File: src/rtl/fbe_pkg.sv
// Shared types, constants and key schedule for the Feistel block encryptor.
package fbe_pkg;

    localparam int HALF_W = 32;

    localparam logic [HALF_W-1:0] KEY_STRIDE = 32'h0101_0101;
    localparam logic [HALF_W-1:0] KEY_MUL    = 32'd13;
    localparam logic [HALF_W-1:0] KEY_OFFSET = 32'h37;
    localparam logic [HALF_W-1:0] F_MUL      = 32'h1F;
    localparam int                ROT_LEFT   = 3;
    localparam int                ROT_RIGHT  = 29;

    // One pipeline slot: a block of two halves plus its valid bit.
    typedef struct packed {
        logic              valid;
        logic [HALF_W-1:0] left;
        logic [HALF_W-1:0] right;
    } stage_t;

    // Round key, evaluated at elaboration from the round index.
    function automatic logic [HALF_W-1:0] round_key(input logic [HALF_W-1:0] k);
        logic [HALF_W-1:0] a;
        logic [HALF_W-1:0] b;
        a = k * KEY_STRIDE;
        b = k * KEY_MUL + KEY_OFFSET;
        return a ^ b;
    endfunction

endpackage

File: src/rtl/fbe_round.sv
// One registered Feistel round stage with a fixed round key.
module fbe_round #(
    parameter int ROUND_IDX = 0
) (
    input  logic           aclk,
    input  logic           aresetn,
    input  logic           advance,
    input  fbe_pkg::stage_t d,
    output fbe_pkg::stage_t q
);

    localparam logic [fbe_pkg::HALF_W-1:0] KEY =
        fbe_pkg::round_key(fbe_pkg::HALF_W'(ROUND_IDX));

    logic [fbe_pkg::HALF_W-1:0] mixed;
    logic [fbe_pkg::HALF_W-1:0] rot;
    logic [fbe_pkg::HALF_W-1:0] f_val;
    fbe_pkg::stage_t            stage_reg;
    fbe_pkg::stage_t            stage_next;

    // F(r, K) = rotl(r ^ K, 3) + 31 * r, all mod 2^32
    always_comb begin
        mixed            = d.right ^ KEY;
        rot              = (mixed << fbe_pkg::ROT_LEFT) | (mixed >> fbe_pkg::ROT_RIGHT);
        f_val            = rot + d.right * fbe_pkg::F_MUL;
        stage_next.valid = d.valid;
        stage_next.left  = d.right;
        stage_next.right = d.left ^ f_val;
    end

    always_ff @(posedge aclk) begin
        if (!aresetn) begin
            stage_reg.valid <= 1'b0;
        end else if (advance) begin
            stage_reg.valid <= stage_next.valid;
        end
        if (advance) begin
            stage_reg.left  <= stage_next.left;
            stage_reg.right <= stage_next.right;
        end
    end

    assign q = stage_reg;

endmodule

File: config.mk
export PLATFORM = sky130hd
export DESIGN_NAME = fbe_round
export DESIGN_NICKNAME = d
export VERILOG_FILES = /design/src/rtl/fbe_pkg.sv /design/src/rtl/fbe_round.sv
export SDC_FILE = /design/constraint.sdc
export NUM_CORES = 1
export LEC_CHECK = 0
export BUFFER_PORTS_ARGS = -buffer_cell sky130_fd_sc_hd__clkbuf_2
export CORE_UTILIZATION = 55
export CTS_CLUSTER_SIZE = 10
export DETAILED_ROUTE_END_ITERATION = 7
export HOLD_SLACK_MARGIN = 0.02
export PLACE_DENSITY = 0.79
export SLEW_MARGIN = 5
export SYNTH_ARGS = -nofsm -noshare
export SYNTH_HDL_FRONTEND = slang
export SYNTH_SLANG_ARGS = --single-unit
File: constraint.sdc
create_clock -name aclk -period 5 [get_ports aclk]
set_input_delay 0.5 -clock aclk [delete_from_list [all_inputs] [get_ports aclk]]
set_output_delay 0.5 -clock aclk [all_outputs]
set_load 0.05 [all_outputs]
==> flow_summary.toml, run 1 <==
[layout]
drive_above_1_share = 0.199
largest_reg_flops = 65
num_antenna_cells = 0
nets = 1006
area_growth_pct = 16.4
fill_cells = 983

[sta]
min_period_over_period = 0.894
setup_viol = 0
post-route-min-period_ps = 4470
worstMarginPinSlew_ps = 737
setup_tns_ps = 0
setup_slack_ps = 532
worst_hold_slack_ps = 382
rsz0062_at_grt = "no"
clock_skew_ps = 0
max_slew_margin = 0.509
drv_slew = 0
hold_viol_final = 0
max_freq_mhz = 224

[clock_network]
numClockSinks = 65
cts.path.max_buffers = 2
post-cts-setup-buffer-count = 0
cts.clk_slew.worst_paths_ps = 60
clk_latency_ps = 340
cts-buffers-inserted = 9
cts_resized = 0
cts_hold_buf = 0
cts-htree-levels = 3
cts_tree = "done"
cts-root-buf = "clkbuf_16"

[detailed_routing]
routed_wl_mm = 14.2
via_count = 4870
postRouteAntennaNets = 0
wl_per_cell_um = 14.8
firstDrtPassIters = 7
drcViolationCount = 0
via_per_inst = 5.06
drtIter0Drc = 300

[critical_path]
critical_path.endpoint_type = "register"
reg2reg_slack_ps = 4410
cp-start-kind = "input pin"
crit_type = "in -> reg"
crit_path_max_fanout = 5
cp_common_cell = "inv_1"
cp_data_required_time_ps = 5090
critPathSlowestCell = "fa_1"
ff2ff_path_depth = 2
path_cells = "clkbuf_2, inv_1, fa_1, inv_1, fa_1, inv_1, fa_1, inv_1, ha_1, a211oi_2, nor2_1, o21a_1, a311oi_4, and2_4, nor4_1, a311o_1"
cp_slowest_stage_delay_ps = 580
timing.critical_path.arrival_ps = 4560

[floorplanning]
start_util = 0.572
die_w_um = 115
die_y_um = 115
ioPinCount = 133
dieArea_mm2 = 0.0132
core_mm2 = 0.0122
fp-row-count = 40

[logic_synthesis]
synth_edf_count = 64
netlist_instances = 647
yosysSeqAreaShare = 0.278
async_flop_share = 0
ys_warn_count = 0
muxShareOfSynthArea = 0.00430
synth_top_family_by_area = "adder cells"
synth.ff_latch_count = 65
synth_compound_area_frac = 0.0866
synthSimpleGateAreaFrac = 0.0467
synthAdderAreaFrac = 0.388
syn-num-nets = 864
synth_area_mm2 = 0.00699
syn_area_per_cell_um2 = 10.8
synthXorXnorAreaFrac = 0.0815
synth.distinct_cells = 48
synth_ff_type = "edfxtp_1"

[grt]
grtUsageTotal = 0.243
grt_max_degree = 57
grt_antenna_before_repair = 0
grt_pass1_vias = 5200
grt_pass1_wl_mm = 24.3
grt_overflow = 0

[run_status]
status = "finished clean"

[place]
dp_slack_ps = 166
portBuffers = 132
dp_hpwl_mm = 12.0
gp_congestion = 0.884

[flow_run]
cap_violations = 0

[pwr]
leakage_nw = 4.12
powerDensity_mw_per_mm2 = 642
ir_drop_uv = 271

[min_path]
worstHoldPathCells = 2
hold_class = "in -> reg"
[cells in the mapped netlist, types with 3 or more instances]
master | instances | area (µm²)
xor2_1 | 18 | 158
nand2b_1 | 3 | 18.8
a21oi_1 | 27 | 135
and3_1 | 7 | 43.8
xnor2_1 | 47 | 412
nor3_1 | 3 | 15.0
nor2_1 | 7 | 26.3
nor2b_1 | 4 | 25.0
o21a_1 | 4 | 30.0
ha_1 | 36 | 450
a21o_1 | 14 | 105
o21ai_0 | 13 | 65.1
inv_1 | 211 | 792
a31oi_1 | 5 | 31.3
mux2i_1 | 3 | 30.0
edfxtp_1 | 64 | 1920
nand3_1 | 8 | 40.0
a211oi_1 | 6 | 45.0
fa_1 | 113 | 2260
clkbuf_1 | 3 | 11.3
nand2_1 | 18 | 67.6
[cell usage in the layout (no fill, tap or decap), types with 4 or more instances in the layout]
| master | instances |
|---|---|
| xor2_1 | 18 |
| nand2_1 | 18 |
| ha_1 | 36 |
| inv_1 | 211 |
| o21a_1 | 4 |
| xnor2_1 | 47 |
| a31oi_1 | 5 |
| a211oi_1 | 6 |
| and3_1 | 7 |
| nand3_1 | 8 |
| nor2_1 | 7 |
| a21o_1 | 14 |
| nor2b_1 | 4 |
| clkbuf_2 | 131 |
| a21oi_1 | 27 |
| edfxtp_1 | 64 |
| clkbuf_16 | 9 |
| o21ai_0 | 13 |
| fa_1 | 113 |
[power breakdown]
group	internal [mW]	switching [mW]	leakage, nW
combinational	1.40	2.27	3.36
clock	0.334	0.251	0.128
sequential	0.913	0.0472	0.635
[cells by family (layout without fill, tap and decap cells)]
group,Yosys count,count (layout)
buf+inv,214,361
xor+xnor,65,65
fa+ha+maj,149,149
mux,3,3
simple gates,62,62
flops,65,65
compound gates,89,89
[per-layer routing]
metal,wire [µm],GRT usage,share of wire,vias up
li1,-,-,-,2290
met1,5690,0.299,0.40,2404
met2,7500,0.442,0.53,155
met3,707,0.0322,0.050,21
met4,293,0.0857,0.021,0
met5,0,0,0,-
[per-stage QoR]
step | total power [mW] | utilization | area, µm² | instances
floorplan | 3.84 | - | 6990 | 647
global placement | 4.53 | 0.644 | 7860 | 946
detailed placement | 4.62 | 0.644 | 7860 | 946
CTS | 5.23 | 0.666 | 8140 | 962
global route | 5.66 | 0.666 | 8140 | 962
finish | 5.22 | 0.666 | 8140 | 962
[final timing paths]
kind / start / endpoint
worst max register to register: q[64]$_SDFFE_PN0P_ / q[64]$_SDFFE_PN0P_
worst min-delay path: aresetn / q[64]$_SDFFE_PN0P_
worst max-delay path: d[4] / q[27]$_DFFE_PP_
worst min register to register: q[64]$_SDFFE_PN0P_ / q[64]$_SDFFE_PN0P_
[worst max-delay path, delay by kind of cell]
kind	cells	cell delay, ps
AO/OA/AOI/OAI	4	1210
adder cells (fa/ha/maj)	4	2010
buffers and inverters	5	440
AND/OR/NAND/NOR	3	390
[area by class of cell]
class                   count  area [µm²]  area share
well taps                 168         210      0.0258
inverters                 211         792      0.0974
multi-input cells         368        4240       0.522
repair buffers            134         676      0.0831
flip-flops and latches     65        1940       0.239
clock inverters             7        46.3     0.00569
clock buffers               9         225      0.0277
Note: power is estimated with default switching activity, not from simulation.
==> run 2: changes to the inputs <==
--- a/config.mk
+++ b/config.mk
@@ -6,12 +6,13 @@
 export NUM_CORES = 1
 export LEC_CHECK = 0
 export BUFFER_PORTS_ARGS = -buffer_cell sky130_fd_sc_hd__clkbuf_2
-export CORE_UTILIZATION = 55
+export CELL_PAD_IN_SITES_DETAIL_PLACEMENT = 1
+export CELL_PAD_IN_SITES_GLOBAL_PLACEMENT = 1
+export CORE_UTILIZATION = 45
 export CTS_CLUSTER_SIZE = 10
 export DETAILED_ROUTE_END_ITERATION = 7
 export HOLD_SLACK_MARGIN = 0.02
-export PLACE_DENSITY = 0.79
-export SLEW_MARGIN = 5
+export PLACE_DENSITY_LB_ADDON = 0.1
 export SYNTH_ARGS = -nofsm -noshare
 export SYNTH_HDL_FRONTEND = slang
 export SYNTH_SLANG_ARGS = --single-unit
==> flow_summary.toml, run 2 (synthesis results as in run 1) <==
[run_status]
status = "finished clean"

[clock_network]
cts_tree = "done"
cts-root-buf = "clkbuf_16"
post-cts-setup-buffer-count = 0
cts-buffers-inserted = 9
cts-htree-levels = 3
cts.path.max_buffers = 2
cts_hold_buf = 0
cts_resized = 0
numClockSinks = 65
clk_latency_ps = 340
cts.clk_slew.worst_paths_ps = 70

[floorplanning]
start_util = 0.460
die_y_um = 127
die_w_um = 127
core_mm2 = 0.0152
dieArea_mm2 = 0.0160
fp-row-count = 45
ioPinCount = 133

[pwr]
swShare = 0.496
seq_power_share = 0.179
leakage_nw = 4.13
power_switching_mw = 2.68
pwr-share-comb = 0.698
ir_drop_uv = 331
clkPwrFrac = 0.123
powerDensity_mw_per_mm2 = 659
finalPower_mw = 5.40
power.internal_mw = 2.73

[critical_path]
crit_cells = 16
critPathSlowestCell = "fa_1"
cp_data_required_time_ps = 5100
cp_common_cell = "inv_1"
reg2reg_to = "q[64]$_SDFFE_PN0P_"
crit_path_max_fanout = 5
reg2reg_slack_ps = 4380
critical_path.endpoint_type = "register"
cp_slowest_stage_delay_ps = 550
startpoint = "d[5]"
timing.critical_path.arrival_ps = 4660
crit_type = "in -> reg"
path_cells = "clkbuf_2, inv_1, fa_1, inv_1, fa_1, inv_1, fa_1, inv_1, ha_1, o21ai_0, nor2_1, o21a_1, a311oi_4, and2_4, nor4_1, a311o_1"
crit_family = "adder cells"
r2r-start = "q[64]$_SDFFE_PN0P_"
ff2ff_path_depth = 2
cp-start-kind = "input pin"
crit_path_end = "q[27]$_DFFE_PP_"
path_buf_inv = 5

[layout]
nets = 1006
num_antenna_cells = 0
final_cell_area_mm2 = 0.00820
layout_common_cells = "inv_1, clkbuf_2, fa_1, edfxtp_1, xnor2_1"
layout_commonest_cell = "inv_1"
largest_reg_flops = 65
fin_util = 0.539
area_growth_pct = 17.3
drive_above_1_share = 0.199

[grt]
grtUsageTotal = 0.227
grt_overflow = 0
grt_max_degree = 66
grt_pass1_vias = 5440
grt_pass1_wl_mm = 27.4
grt_antenna_before_repair = 0

[sta]
setup_viol = 0
max_slew_margin = 0.390
rsz0062_at_grt = "no"
clock_skew_ps = 0
worst_hold_slack_ps = 363
min_period_over_period = 0.913
worstMarginPinSlew_ps = 915
post-route-min-period_ps = 4560
drv_slew = 0
setup_tns_ps = 0
max_freq_mhz = 219
hold_viol_final = 0

[detailed_routing]
firstDrtPassIters = 5
postRouteAntennaNets = 0
via_count = 4882
drtIter0Drc = 171
via_per_inst = 4.97
drcViolationCount = 0
routed_wl_mm = 16.4
wl_per_cell_um = 16.7

[min_path]
worstHoldPathCells = 2
hold_class = "in -> reg"

[place]
dp_hpwl_mm = 13.8
gp_congestion = 0.827
placed_cell_area_mm2 = 0.00789
portBuffers = 132

[flow_run]
cap_violations = 0
==> run 2: per-layer routing <==
layer	track usage	vias up	part of all wire	wire length [µm]
li1	-	2282	-	-
met1	0.289	2493	0.43	7100
met2	0.403	95	0.52	8600
met3	0.0299	12	0.032	521
met4	0.0723	0	0.013	221
met5	0	-	0	0
==> run 2: stage by stage <==
step	setup WS, ps	cells
after floorplan	635	647
final	436	982
after global placement	201	966
after global routing	206	982
after CTS	428	982
after detailed placement	59.6	966
==> run 2: how the worst min path moves through the flow <==
stage | end | start | slack (ps)
finish | q[64]$_SDFFE_PN0P_ | aresetn | 360
CTS | q[64]$_SDFFE_PN0P_ | aresetn | 360
global placement | q[64]$_SDFFE_PN0P_ | q[64]$_SDFFE_PN0P_ | 500
detailed placement | q[64]$_SDFFE_PN0P_ | q[64]$_SDFFE_PN0P_ | 540
global route | q[63]$_DFFE_PP_ | d[31] | 390
floorplan | q[32]$_DFFE_PP_ | d[0] | 600
==> run 2: area by class of cell <==
class	count	area, µm²
Multi-Input combinational cell	368	4240
Clock inverter	7	78.8
Sequential cell	65	1940
Tap cell	188	235
Timing Repair Buffer	134	678
Clock buffer	9	225
Fill cell	1723	7010
Inverter	211	792
==> run 2: power by group through the flow <==
stage / registers [mW] / clock network, mW / logic, mW
final: 0.964 / 0.667 / 3.77
after global routing: 0.979 / 0.697 / 4.17
after CTS: 0.968 / 0.680 / 3.81
after detailed placement: 0.978 / 0 / 3.77
after global placement: 0.973 / 0 / 3.68
after floorplan: 1.50 / 0 / 2.34
